$ cat config.mk
export PLATFORM = sky130hd
export DESIGN_NAME = accelerator_control_register_file_flat
export DESIGN_NICKNAME = d
export VERILOG_FILES = /design/src/hw/rtl/acrf_pkg.sv /design/src/hw/rtl/acrf_if.sv /design/src/hw/rtl/acrf_decode.sv /design/src/hw/rtl/acrf_bank.sv /design/src/hw/rtl/acrf_core.sv /design/src/hw/rtl/accelerator_control_register_file.sv /design/src/flat_wrapper.sv
export SDC_FILE = /design/constraint.sdc
export NUM_CORES = 2
export LEC_CHECK = 0
export BUFFER_PORTS_ARGS = -buffer_cell sky130_fd_sc_hd__clkbuf_2
export CAP_MARGIN = 15
export CORE_MARGIN = 2
export CORE_UTILIZATION = 30
export CTS_CLUSTER_SIZE = 12
export DETAILED_ROUTE_END_ITERATION = 7
export HOLD_SLACK_MARGIN = 0.12
export SLEW_MARGIN = 20
export SYNTH_ARGS = -nofsm -noshare
export SYNTH_HDL_FRONTEND = slang
export SYNTH_HIERARCHICAL = 1
export SYNTH_SLANG_ARGS = --single-unit
$ cat constraint.sdc
create_clock -name clock -period 14 [get_ports clock]
set_input_delay 2.1 -clock clock [delete_from_list [all_inputs] [get_ports clock]]
set_output_delay 2.1 -clock clock [all_outputs]
set_load 0.1 [all_outputs]
$ cat src/hw/rtl/acrf_pkg.sv
// Shared types, constants and offset maps of the accelerator control register file.
`default_nettype none

package acrf_pkg;

   localparam int DATA_W      = 32;
   localparam int ADDR_W      = 16;
   localparam int PLAIN_IDX_W = 4;
   localparam int STATUS_W    = 6;
   localparam int DEPTH_W     = 6;

   // region select, address bits [15:12]
   localparam logic [3:0] REGION_CTRL = 4'h0;
   localparam logic [3:0] REGION_SFU  = 4'h5;
   localparam logic [3:0] REGION_ATT  = 4'h6;
   localparam logic [3:0] REGION_DMA  = 4'h7;

   // special offsets inside a region
   localparam logic [11:0] CTRL_DOORBELL    = 12'h000;
   localparam logic [11:0] CTRL_PEND_STATUS = 12'h008;
   localparam logic [11:0] CTRL_VERSION     = 12'h020;
   localparam logic [11:0] CTRL_CAPS        = 12'h024;
   localparam logic [11:0] CORE_STATUS      = 12'h004;
   localparam logic [11:0] CORE_CMD         = 12'h024;
   localparam logic [11:0] CORE_DEPTH       = 12'h02C;

   localparam logic [DATA_W-1:0] VERSION_VALUE = 32'h0001_0000;
   localparam logic [DATA_W-1:0] CAPS_BASE     = 32'h0000_0070;

   // core status bits
   localparam int ST_DONE  = 1;
   localparam int ST_ERROR = 2;
   localparam int ST_EMPTY = 4;
   localparam int ST_FULL  = 5;
   localparam logic [STATUS_W-1:0] STATUS_RESET = 6'h12;
   localparam logic [STATUS_W-1:0] STATUS_W1C   = 6'h06;

   // plain register counts
   localparam int CTRL_REGS = 6;
   localparam int CORE_REGS = 9;
   localparam int SFU_REGS  = 7;
   localparam int ATT_REGS  = 11;
   localparam int DMA_REGS  = 8;

   typedef struct packed {
      logic                   hit;
      logic [PLAIN_IDX_W-1:0] idx;
   } map_type;

   typedef struct packed {
      logic                   unmapped;
      logic                   ctrl_sel;
      logic                   core_sel;
      logic                   sfu_sel;
      logic                   att_sel;
      logic                   dma_sel;
      logic [1:0]             core_idx;
      logic                   plain_hit;
      logic [PLAIN_IDX_W-1:0] plain_idx;
      logic                   doorbell;
      logic                   pend_status;
      logic                   version;
      logic                   caps;
      logic                   core_status;
      logic                   core_cmd;
      logic                   core_depth;
   } dec_type;

   function automatic map_type ctrl_map(input logic [3:0] word);
      map_type m;
      m.hit = 1'b1;
      unique case (word)
         4'd1:    m.idx = 4'd0;
         4'd3:    m.idx = 4'd1;
         4'd4:    m.idx = 4'd2;
         4'd5:    m.idx = 4'd3;
         4'd6:    m.idx = 4'd4;
         4'd7:    m.idx = 4'd5;
         default: begin
            m.hit = 1'b0;
            m.idx = 4'd0;
         end
      endcase
      return m;
   endfunction

   function automatic map_type core_map(input logic [3:0] word);
      map_type m;
      m.hit = 1'b1;
      unique case (word)
         4'd0:    m.idx = 4'd0;
         4'd2:    m.idx = 4'd1;
         4'd3:    m.idx = 4'd2;
         4'd4:    m.idx = 4'd3;
         4'd5:    m.idx = 4'd4;
         4'd6:    m.idx = 4'd5;
         4'd7:    m.idx = 4'd6;
         4'd9:    m.idx = 4'd7;
         4'd13:   m.idx = 4'd8;
         default: begin
            m.hit = 1'b0;
            m.idx = 4'd0;
         end
      endcase
      return m;
   endfunction

   // SFU, attention and DMA share a layout: word 0, then words 2 up to a last word
   function automatic map_type block_map(input logic [3:0] word, input logic [3:0] last);
      map_type m;
      m.hit = 1'b0;
      m.idx = 4'd0;
      if (word == 4'd0) begin
         m.hit = 1'b1;
      end else if (word >= 4'd2 && word <= last) begin
         m.hit = 1'b1;
         m.idx = word - 4'd1;
      end
      return m;
   endfunction

endpackage

`default_nettype wire

$ cat src/hw/rtl/acrf_if.sv
// Request and response channel interfaces of the register file.
`default_nettype none

interface acrf_req_if;
   logic        valid;
   logic        ready;
   logic        operation;
   logic [15:0] address;
   logic [31:0] write_data;

   modport source (output valid, output operation, output address, output write_data,
                   input ready);
   modport sink   (input valid, input operation, input address, input write_data,
                   output ready);
endinterface

interface acrf_rsp_if;
   logic        valid;
   logic        ready;
   logic [31:0] read_data;
   logic        unmapped;

   modport source (output valid, output read_data, output unmapped, input ready);
   modport sink   (input valid, input read_data, input unmapped, output ready);
endinterface

`default_nettype wire

$ cat src/hw/rtl/acrf_decode.sv
// Address decoder: region, core index, plain register index and special offsets.
`default_nettype none

module acrf_decode #(
   parameter int NUM_CORES = 4
) (
   input  wire logic [acrf_pkg::ADDR_W-1:0] address,
   output acrf_pkg::dec_type                dec
);

   logic [3:0]       region;
   logic [11:0]      off;
   logic [3:0]       word;
   logic             word_ok;
   acrf_pkg::map_type m;

   assign region  = address[15:12];
   assign off     = address[11:0];
   assign word    = off[5:2];
   assign word_ok = (off[11:6] == 6'd0) && (off[1:0] == 2'd0);

   always_comb begin
      dec          = '0;
      dec.ctrl_sel = (region == acrf_pkg::REGION_CTRL);
      dec.core_sel = (region != 4'd0) && (region <= 4'(NUM_CORES));
      dec.sfu_sel  = (region == acrf_pkg::REGION_SFU);
      dec.att_sel  = (region == acrf_pkg::REGION_ATT);
      dec.dma_sel  = (region == acrf_pkg::REGION_DMA);
      dec.unmapped = !(dec.ctrl_sel || dec.core_sel || dec.sfu_sel
                       || dec.att_sel || dec.dma_sel);
      dec.core_idx = 2'(region - 4'd1);

      priority if (dec.ctrl_sel) m = acrf_pkg::ctrl_map(word);
      else if (dec.core_sel)     m = acrf_pkg::core_map(word);
      else if (dec.sfu_sel)      m = acrf_pkg::block_map(word, 4'd7);
      else if (dec.att_sel)      m = acrf_pkg::block_map(word, 4'd11);
      else                       m = acrf_pkg::block_map(word, 4'd8);

      dec.plain_hit = word_ok && m.hit && !dec.unmapped;
      dec.plain_idx = m.idx;

      dec.doorbell    = dec.ctrl_sel && (off == acrf_pkg::CTRL_DOORBELL);
      dec.pend_status = dec.ctrl_sel && (off == acrf_pkg::CTRL_PEND_STATUS);
      dec.version     = dec.ctrl_sel && (off == acrf_pkg::CTRL_VERSION);
      dec.caps        = dec.ctrl_sel && (off == acrf_pkg::CTRL_CAPS);
      dec.core_status = dec.core_sel && (off == acrf_pkg::CORE_STATUS);
      dec.core_cmd    = dec.core_sel && (off == acrf_pkg::CORE_CMD);
      dec.core_depth  = dec.core_sel && (off == acrf_pkg::CORE_DEPTH);
   end

endmodule

`default_nettype wire

$ cat src/hw/rtl/acrf_bank.sv
// Bank of plain read/write registers addressed by a decoded index.
`default_nettype none

module acrf_bank #(
   parameter int DEPTH = 8
) (
   input  wire logic                             clock,
   input  wire logic                             reset,
   input  wire logic                             sel,
   input  wire logic                             we,
   input  wire logic [acrf_pkg::PLAIN_IDX_W-1:0] idx,
   input  wire logic [acrf_pkg::DATA_W-1:0]      wdata,
   output logic      [acrf_pkg::DATA_W-1:0]      rdata
);

   localparam int IDX_W = (DEPTH > 1) ? $clog2(DEPTH) : 1;

   logic [acrf_pkg::DATA_W-1:0] regs_ff [DEPTH];
   logic [IDX_W-1:0]            idx_l;

   assign idx_l = idx[IDX_W-1:0];
   assign rdata = sel ? regs_ff[idx_l] : '0;

   always_ff @(posedge clock) begin
      if (reset) begin
         for (int i = 0; i < DEPTH; i++) regs_ff[i] <= '0;
      end else if (we) begin
         regs_ff[idx_l] <= wdata;
      end
   end

endmodule

`default_nettype wire

$ cat src/hw/rtl/acrf_core.sv
// One per-core command block: plain registers, status bits and queue depth count.
`default_nettype none

module acrf_core #(
   parameter int FULL_LEVEL = 32
) (
   input  wire logic                        clock,
   input  wire logic                        reset,
   input  wire logic                        sel,
   input  wire logic                        fire,
   input  wire logic                        wr,
   input  wire acrf_pkg::dec_type           dec,
   input  wire logic [acrf_pkg::DATA_W-1:0] wdata,
   output logic      [acrf_pkg::DATA_W-1:0] rdata
);

   logic [acrf_pkg::STATUS_W-1:0] status_ff, status_in;
   logic [acrf_pkg::DEPTH_W-1:0]  depth_ff, depth_in, depth_inc;
   logic [acrf_pkg::DATA_W-1:0]   bank_rd;
   logic                          wr_en;

   assign wr_en     = fire && sel && wr;
   assign depth_inc = depth_ff + 6'd1;

   acrf_bank #(.DEPTH(acrf_pkg::CORE_REGS)) u_bank (
      .clock (clock),
      .reset (reset),
      .sel   (sel && dec.plain_hit),
      .we    (wr_en && dec.plain_hit),
      .idx   (dec.plain_idx),
      .wdata (wdata),
      .rdata (bank_rd)
   );

   always_comb begin
      status_in = status_ff;
      depth_in  = depth_ff;
      if (wr_en && dec.core_status) begin
         status_in = status_ff & ~(wdata[acrf_pkg::STATUS_W-1:0] & acrf_pkg::STATUS_W1C);
      end
      if (wr_en && dec.core_cmd) begin
         depth_in = depth_inc;
         if (depth_inc >= 6'(FULL_LEVEL)) status_in[acrf_pkg::ST_FULL] = 1'b1;
         status_in[acrf_pkg::ST_EMPTY] = 1'b0;
      end
   end

   always_ff @(posedge clock) begin
      if (reset) begin
         status_ff <= acrf_pkg::STATUS_RESET;
         depth_ff  <= '0;
      end else begin
         status_ff <= status_in;
         depth_ff  <= depth_in;
      end
   end

   assign rdata = bank_rd
                | ((sel && dec.core_status) ? 32'(status_ff) : '0)
                | ((sel && dec.core_depth)  ? 32'(depth_ff)  : '0);

   a_depth_bump: assert property (@(posedge clock) disable iff (reset)
      wr_en && dec.core_cmd |=> depth_ff == $past(depth_ff) + 6'd1)
      else $error("command write did not bump queue depth");

   a_not_empty: assert property (@(posedge clock) disable iff (reset)
      wr_en && dec.core_cmd |=> !status_ff[acrf_pkg::ST_EMPTY])
      else $error("EMPTY still set after command write");

   a_full_sticky: assert property (@(posedge clock) disable iff (reset)
      status_ff[acrf_pkg::ST_FULL] |=> status_ff[acrf_pkg::ST_FULL])
      else $error("FULL dropped without reset");

endmodule

`default_nettype wire

$ cat src/hw/rtl/accelerator_control_register_file.sv
// Accelerator control register file: 64 KiB register window, one 32-bit word per access.
//
// req carries one access per word: operation (0 read, 1 write), byte address and
// write_data. rsp returns one word per access: read_data (zero for writes and for
// offsets without a register) and unmapped (address outside every region).
// Both channels use valid/ready; a word moves when both are high.
//
// A request is held in the request register, then decoded and registered in the
// response register, which drives rsp. Throughput is one access per cycle while
// rsp is not stalled: the request register feeds decode and the register update
// combinationally, and both land in the response register together.
// Register state changes when the access moves from the request register to the
// response register, so every access sees all earlier ones in order.
// When rsp is stalled the response register holds; the request register still
// takes one more word, then req ready drops until rsp drains.
// Reset (synchronous) empties both stages and returns every register to its
// reset value: zero, except core status which comes up with DONE and EMPTY set.
`default_nettype none

module accelerator_control_register_file #(
   parameter int NUM_CORES  = 4,
   parameter int FULL_LEVEL = 32
) (
   input wire logic  clock,
   input wire logic  reset,
   acrf_req_if.sink  req,
   acrf_rsp_if.source rsp
);

   // request stage
   logic                          s1_valid_ff, s1_valid_in;
   logic                          s1_op_ff;
   logic [acrf_pkg::ADDR_W-1:0]   s1_addr_ff;
   logic [acrf_pkg::DATA_W-1:0]   s1_data_ff;
   // response stage
   logic                          s2_valid_ff, s2_valid_in;
   logic [acrf_pkg::DATA_W-1:0]   s2_rdata_ff, s2_rdata_in;
   logic                          s2_unmapped_ff;

   logic                          req_acc, s1_fire, rsp_acc;
   acrf_pkg::dec_type             dec;

   logic                          doorbell_ff, doorbell_in;
   logic                          wr_en;
   logic [acrf_pkg::DATA_W-1:0]   ctrl_rd, sfu_rd, att_rd, dma_rd, cores_rd, rd_raw;
   logic [NUM_CORES-1:0][acrf_pkg::DATA_W-1:0] core_rd;

   assign s1_fire   = s1_valid_ff && (!s2_valid_ff || rsp.ready);
   assign req.ready = !s1_valid_ff || s1_fire;
   assign req_acc   = req.valid && req.ready;
   assign rsp_acc   = s2_valid_ff && rsp.ready;
   assign wr_en     = s1_fire && s1_op_ff;

   assign s1_valid_in = req_acc || (s1_valid_ff && !s1_fire);
   assign s2_valid_in = s1_fire || (s2_valid_ff && !rsp_acc);

   always_ff @(posedge clock) begin
      if (reset) begin
         s1_valid_ff <= 1'b0;
         s2_valid_ff <= 1'b0;
      end else begin
         s1_valid_ff <= s1_valid_in;
         s2_valid_ff <= s2_valid_in;
      end
   end

   always_ff @(posedge clock) begin
      if (req_acc) begin
         s1_op_ff   <= req.operation;
         s1_addr_ff <= req.address;
         s1_data_ff <= req.write_data;
      end
      if (s1_fire) begin
         s2_rdata_ff    <= s2_rdata_in;
         s2_unmapped_ff <= dec.unmapped;
      end
   end

   acrf_decode #(.NUM_CORES(NUM_CORES)) u_decode (
      .address (s1_addr_ff),
      .dec     (dec)
   );

   // control region: doorbell sets pending, pending status write-1 clears it
   always_comb begin
      doorbell_in = doorbell_ff;
      if (wr_en && dec.doorbell) doorbell_in = 1'b1;
      if (wr_en && dec.pend_status && s1_data_ff[0]) doorbell_in = 1'b0;
   end

   always_ff @(posedge clock) begin
      if (reset) doorbell_ff <= 1'b0;
      else       doorbell_ff <= doorbell_in;
   end

   logic [acrf_pkg::DATA_W-1:0] ctrl_bank_rd;

   acrf_bank #(.DEPTH(acrf_pkg::CTRL_REGS)) u_ctrl (
      .clock (clock),
      .reset (reset),
      .sel   (dec.ctrl_sel && dec.plain_hit),
      .we    (wr_en && dec.ctrl_sel && dec.plain_hit),
      .idx   (dec.plain_idx),
      .wdata (s1_data_ff),
      .rdata (ctrl_bank_rd)
   );

   assign ctrl_rd = ctrl_bank_rd
                  | (dec.pend_status ? 32'(doorbell_ff) : '0)
                  | (dec.version ? acrf_pkg::VERSION_VALUE : '0)
                  | (dec.caps ? (32'(NUM_CORES) | acrf_pkg::CAPS_BASE) : '0);

   acrf_bank #(.DEPTH(acrf_pkg::SFU_REGS)) u_sfu (
      .clock (clock),
      .reset (reset),
      .sel   (dec.sfu_sel && dec.plain_hit),
      .we    (wr_en && dec.sfu_sel && dec.plain_hit),
      .idx   (dec.plain_idx),
      .wdata (s1_data_ff),
      .rdata (sfu_rd)
   );

   acrf_bank #(.DEPTH(acrf_pkg::ATT_REGS)) u_att (
      .clock (clock),
      .reset (reset),
      .sel   (dec.att_sel && dec.plain_hit),
      .we    (wr_en && dec.att_sel && dec.plain_hit),
      .idx   (dec.plain_idx),
      .wdata (s1_data_ff),
      .rdata (att_rd)
   );

   acrf_bank #(.DEPTH(acrf_pkg::DMA_REGS)) u_dma (
      .clock (clock),
      .reset (reset),
      .sel   (dec.dma_sel && dec.plain_hit),
      .we    (wr_en && dec.dma_sel && dec.plain_hit),
      .idx   (dec.plain_idx),
      .wdata (s1_data_ff),
      .rdata (dma_rd)
   );

   for (genvar c = 0; c < NUM_CORES; c++) begin : g_core
      acrf_core #(.FULL_LEVEL(FULL_LEVEL)) u_core (
         .clock (clock),
         .reset (reset),
         .sel   (dec.core_sel && (dec.core_idx == 2'(c))),
         .fire  (s1_fire),
         .wr    (s1_op_ff),
         .dec   (dec),
         .wdata (s1_data_ff),
         .rdata (core_rd[c])
      );
   end

   always_comb begin
      cores_rd = '0;
      for (int c = 0; c < NUM_CORES; c++) cores_rd = cores_rd | core_rd[c];
   end

   assign rd_raw      = ctrl_rd | cores_rd | sfu_rd | att_rd | dma_rd;
   assign s2_rdata_in = s1_op_ff ? '0 : rd_raw;

   assign rsp.valid     = s2_valid_ff;
   assign rsp.read_data = s2_rdata_ff;
   assign rsp.unmapped  = s2_unmapped_ff;

   a_write_reads_zero: assert property (@(posedge clock) disable iff (reset)
      s1_fire && s1_op_ff |=> s2_rdata_ff == '0)
      else $error("write word returned nonzero read data");

   a_unmapped_zero: assert property (@(posedge clock) disable iff (reset)
      s2_valid_ff && s2_unmapped_ff |-> s2_rdata_ff == '0)
      else $error("unmapped access returned data");

   a_doorbell_sets: assert property (@(posedge clock) disable iff (reset)
      wr_en && dec.doorbell |=> doorbell_ff)
      else $error("doorbell write did not set pending");

   a_ready_only_when_full: assert property (@(posedge clock) disable iff (reset)
      !req.ready |-> s1_valid_ff && s2_valid_ff && !rsp.ready)
      else $error("request stalled without a full pipeline");

endmodule

`default_nettype wire
$ cat src/flat_wrapper.sv
// flat-port wrapper written by rule: the top's interface ports become plain ports
module accelerator_control_register_file_flat 
#(
   parameter int NUM_CORES  = 4,
   parameter int FULL_LEVEL = 32
)
  (clock, reset, req_valid, req_operation, req_address, req_write_data, req_ready, rsp_valid, rsp_read_data, rsp_unmapped, rsp_ready);
  acrf_req_if req_i ();
  acrf_rsp_if rsp_i ();
  input wire logic clock;
  input wire logic reset;
  input wire logic [$bits(req_i.valid)-1:0] req_valid;
  input wire logic [$bits(req_i.operation)-1:0] req_operation;
  input wire logic [$bits(req_i.address)-1:0] req_address;
  input wire logic [$bits(req_i.write_data)-1:0] req_write_data;
  output wire logic [$bits(req_i.ready)-1:0] req_ready;
  output wire logic [$bits(rsp_i.valid)-1:0] rsp_valid;
  output wire logic [$bits(rsp_i.read_data)-1:0] rsp_read_data;
  output wire logic [$bits(rsp_i.unmapped)-1:0] rsp_unmapped;
  input wire logic [$bits(rsp_i.ready)-1:0] rsp_ready;
  assign req_i.valid = req_valid;
  assign req_i.operation = req_operation;
  assign req_i.address = req_address;
  assign req_i.write_data = req_write_data;
  assign req_ready = req_i.ready;
  assign rsp_valid = rsp_i.valid;
  assign rsp_read_data = rsp_i.read_data;
  assign rsp_unmapped = rsp_i.unmapped;
  assign rsp_i.ready = rsp_ready;
  accelerator_control_register_file #(.NUM_CORES(NUM_CORES), .FULL_LEVEL(FULL_LEVEL)) u_core (.clock(clock), .reset(reset), .req(req_i), .rsp(rsp_i));
endmodule
==> metrics.md <==
| Metric | Value |
|---|---|
| Status | finished, final reports clean |
| Grt total ovfl | 0 |
| Post-synth ARST share | 0% |
| Core Region | just under 0.5 mm2 |
| Setup WS pre-CTS | 7460 ps |
| Warnings from Yosys | 6 |
| Max frequency | ~0.15 GHz |
| Worst Setup SP | u_core/s1_addr_ff[12]$_DFFE_PP_ |
| Iteration-0 DRC count of the detailed router | approximately 12,000 |
| Ratio of cells with drive above 1 in the final layout | roughly a fifth |
| Die ar. | around 0.5 mm2 |
| Rel. slew slack | between 9 and 10% |
| Pleak | between 50 and 60 nW |
| PostCTS Resize Cnt | 0 |
| Final-report max-slew violation count | 0 |
| Post-CTS Setup Bufs | 0 |
| Die Y | about 700 um |
| Vias per inst | 5.25 |
| Clk slew on worst S/H paths | 60 ps |
| Tot GR Track Use | 17.7% |
| Largest cells by area after synthesis | edfxtp_1, and2_1, mux4_2 |
| Proportion of synthesized area in mux cells | a little under an eighth |
| Compound-Gate Fraction of Synth Area | ~6% |
| Most common cell after layout, fill and taps aside | edfxtp_1 |
| Io pins | 88 |
| Detailed-route DRC error count | 0 |
| Power Density | 135 mW/mm2 |
| Tcrit/Tclk final | 46.5% |
| Adder-cell share of the synthesized area | less than 1% |
| RR Endpoint | u_core/rsp.read_data[19]$_SDFFCE_PP0P_ |
| RePlAce Congestion | between 0.8 and 0.9 |
| Setup CP Type | reg2reg |
| RSZ-0062 raised after global routing | no |
| H-tree depth | 5 |
| Routed len/inst | around 28 um |
| Initial Utilization | a little under a third |
| TritonCTS Sinks | around 3,500 |
| Synth top area share | 67.8% |
| Row cnt | approximately 260 |
| TritonCTS clock tree | done |
| Worst reg-to-reg path cell count | 15 |
| Worst slew pin tran | 1340 ps |
| Largest net degree at the start of global routing | between 100 and 150 |
| Hold WC Path Type | reg2reg |
| Hold path endpoint | u_core/g_core[0].u_core/status_ff[2]$_SDFFE_PP0P_ |
| Endpoints failing setup | 0 |
| Fraction of the yosys area taken by sequential cells | 69.2% |
| Post-route ant nets | 0 |
| Yosys reg bits | about 3,500 |
| Root Buffer | clkbuf_16 |
| Fin Clk Skew | slightly above 100 ps |
| Post-synth EDFFs | roughly 3,300 |
| Final hold violations | 0 |
| Cells after Synth | between 9,000 and 10,000 |
| First-pass GRT wire length | roughly 640,000 um |
| Cell Area, Synth | between 0.1 and 0.15 mm2 |
| Post-DP HPWL | roughly 270,000 um |
| Syn Nets | slightly below 10,000 |
| Worst Hold Launch | u_core/g_core[0].u_core/status_ff[2]$_SDFFE_PP0P_ |
| Synth Area per Inst | approximately 16 um2 |
| Post-Synth Simple-Gate Area | approximately 11% |
| Reg2reg start | u_core/s1_addr_ff[12]$_DFFE_PP_ |
| Area leader, netlist | edfxtp_1 |
| Total Nets Final | 9,737 |
| Routed vias | 86,700 |
| Total CTS buffers | 371 |
| Crit path required time | approximately 15,000 ps |
| CP max FO | 44 |
| Reg2reg setup slack | roughly 7500 ps |
| Arr. time, crit path | between 7000 and 8000 ps |
| Top_reg_cell synth | edfxtp_1 |
| Worst vdd ir | a little under 0.1 mV |
| Synth Area in XOR/XNOR | 0.0295% |
| Critical Path Sink Type | flip-flop |
| Vias in the first global route | roughly 83,000 |
| Final TNS setup | 0 ps |
| Distinct cell type count after synthesis | between 90 and 100 |
| Clk_lat worst skew | slightly below 1000 ps |
| Area growth from synthesis to layout | 13.9% |
| Initial antenna violation count | 42 |
| WL final | around 460,000 um |
| Port bufs | 87 |
| Largest family of logic cells by synthesized area | multiplexers |
| Hold buffer count at CTS | 0 |
| CTS max path bufs | 4 |
| Tmin final | 6510 ps |
| Most frequent cells in the layout | edfxtp_1, and2_1, mux2i_1 |
| Max-Cap Viols | 0 |
| Worst Hold Depth | 2 |
| Final setup margin | 7490 ps |
| Die width | around 700 um |
| Crit start category | flip-flop |
| Router iterations before antenna repair | 7 |
-- cell usage after synthesis, drive strengths merged, types with 29 or more instances --
| master | number |
|---|---|
| a221oi | 63 |
| nand3 | 86 |
| and3b | 30 |
| dfxtp | 107 |
| or2 | 47 |
| nand4 | 42 |
| nor2 | 673 |
| o21ai | 127 |
| nand2 | 219 |
| and2 | 1464 |
| clkbuf | 344 |
| mux4 | 328 |
| buf | 319 |
| and3 | 53 |
| mux2 | 293 |
| o31ai | 135 |
| nand2b | 47 |
| nor2b | 45 |
| a21o | 29 |
| a211oi | 34 |
| a22o | 144 |
| o211a | 32 |
| nor3 | 33 |
| o22ai | 132 |
| mux2i | 618 |
| a22oi | 279 |
| edfxtp | 3346 |
| nor4 | 63 |
| a21oi | 115 |
| inv | 113 |
-- logic make-up (layout without fill, tap and decap cells) --
logic type | count (synthesis) | after routing
adders and majority gates | 12 | 12
buffers and inverters | 779 | 1215
AOI/OAI and AO/OA | 1196 | 1196
muxes | 1239 | 1239
DFF | 3453 | 3453
and+or+nand+nor | 2854 | 2854
other | 0 | 39
xor gates and xnor gates | 5 | 5
-- sequential cells by signal, indices dropped and copies added (netlist names) --
name	flops
u_core/g_core.u_core/status_ff	16
u_core/s1_op_ff	1
u_core/g_core.u_core/u_bank/regs_ff	2048
u_core/u_att/regs_ff	512
u_core/rsp.unmapped	1
u_core/rsp.read_data	32
u_core/s1_valid_ff	1
u_core/doorbell_ff	1
u_core/rsp.valid	1
u_core/u_sfu/regs_ff	256
u_core/u_ctrl/regs_ff	256
u_core/s1_data_ff	32
u_core/g_core.u_core/depth_ff	24
u_core/u_dma/regs_ff	256
u_core/s1_addr_ff	16
-- routing by layer --
metal	vias up	global-route usage, %	wire, um	part of all wire, %
met3	611	3.31	43700	9.5
met2	4291	27.0	207000	45
met4	8	5.58	14700	3.2
met1	45100	25.4	194000	42
li1	36700	-	-	-
met5	-	0	57	0.012
-- how the worst max path moves through the flow --
stage / end / slack (ps)
5_1_grt: u_core/rsp.read_data[26]$_SDFFCE_PP0P_ / 7250
3_3_place_gp: u_core/rsp.read_data[8]$_SDFFCE_PP0P_ / 6630
2_1_floorplan: u_core/u_att/regs_ff[11][0]$_DFFE_PP_ / 7670
3_5_place_dp: u_core/g_core[3].u_core/u_bank/regs_ff[8][15]$_SDFFCE_PN0P_ / 7460
6_report: u_core/rsp.read_data[19]$_SDFFCE_PP0P_ / 7490
4_1_cts: u_core/rsp.read_data[9]$_SDFFCE_PP0P_ / 7490
-- worst max-delay path, cell delays in order, from the launching register on --
cell      delay (ps)
edfxtp_1         430
inv_1            180
ha_1             190
nor2b_1          210
nand2b_1         200
or2_1            350
o221ai_4         240
buf_4            720
buf_4            660
buf_4            680
buf_4            610
mux4_2           410
a22oi_1          350
o31ai_2          280
nor4_2           470
a21oi_1          130
-- power by group --
group | switching, W | internal, W
Combinational | 0.00117 | 0.000581
Sequential | 0.0000871 | 0.0115
Clock | 0.00410 | 0.00537
-- layout make-up --
cell class | count | area (um2)
Multi-Input combinational cell | 5306 | 42800
Sequential cell | 3453 | 103000
Clock inverter | 161 | 1440
Tap cell | 6500 | 8130
Clock buffer | 514 | 10100
Fill cell | 46500 | 324000
Inverter | 116 | 435
Timing Repair Buffer | 424 | 3200
Antenna cell | 39 | 97.6
-- metrics by stage --
step	instance area [um2]	util [%]	cells	power, W	hold slack, ps
finish	169000	34.2	16500	0.0228	434
detailed placement	157000	31.9	15800	0.0136	425
global placement	157000	31.8	15800	0.0135	416
CTS	169000	34.2	16500	0.0229	433
floorplan	148000	-	9538	0.0129	409
global route	169000	34.2	16500	0.0234	454
Power figures use the tool's default switching activity.
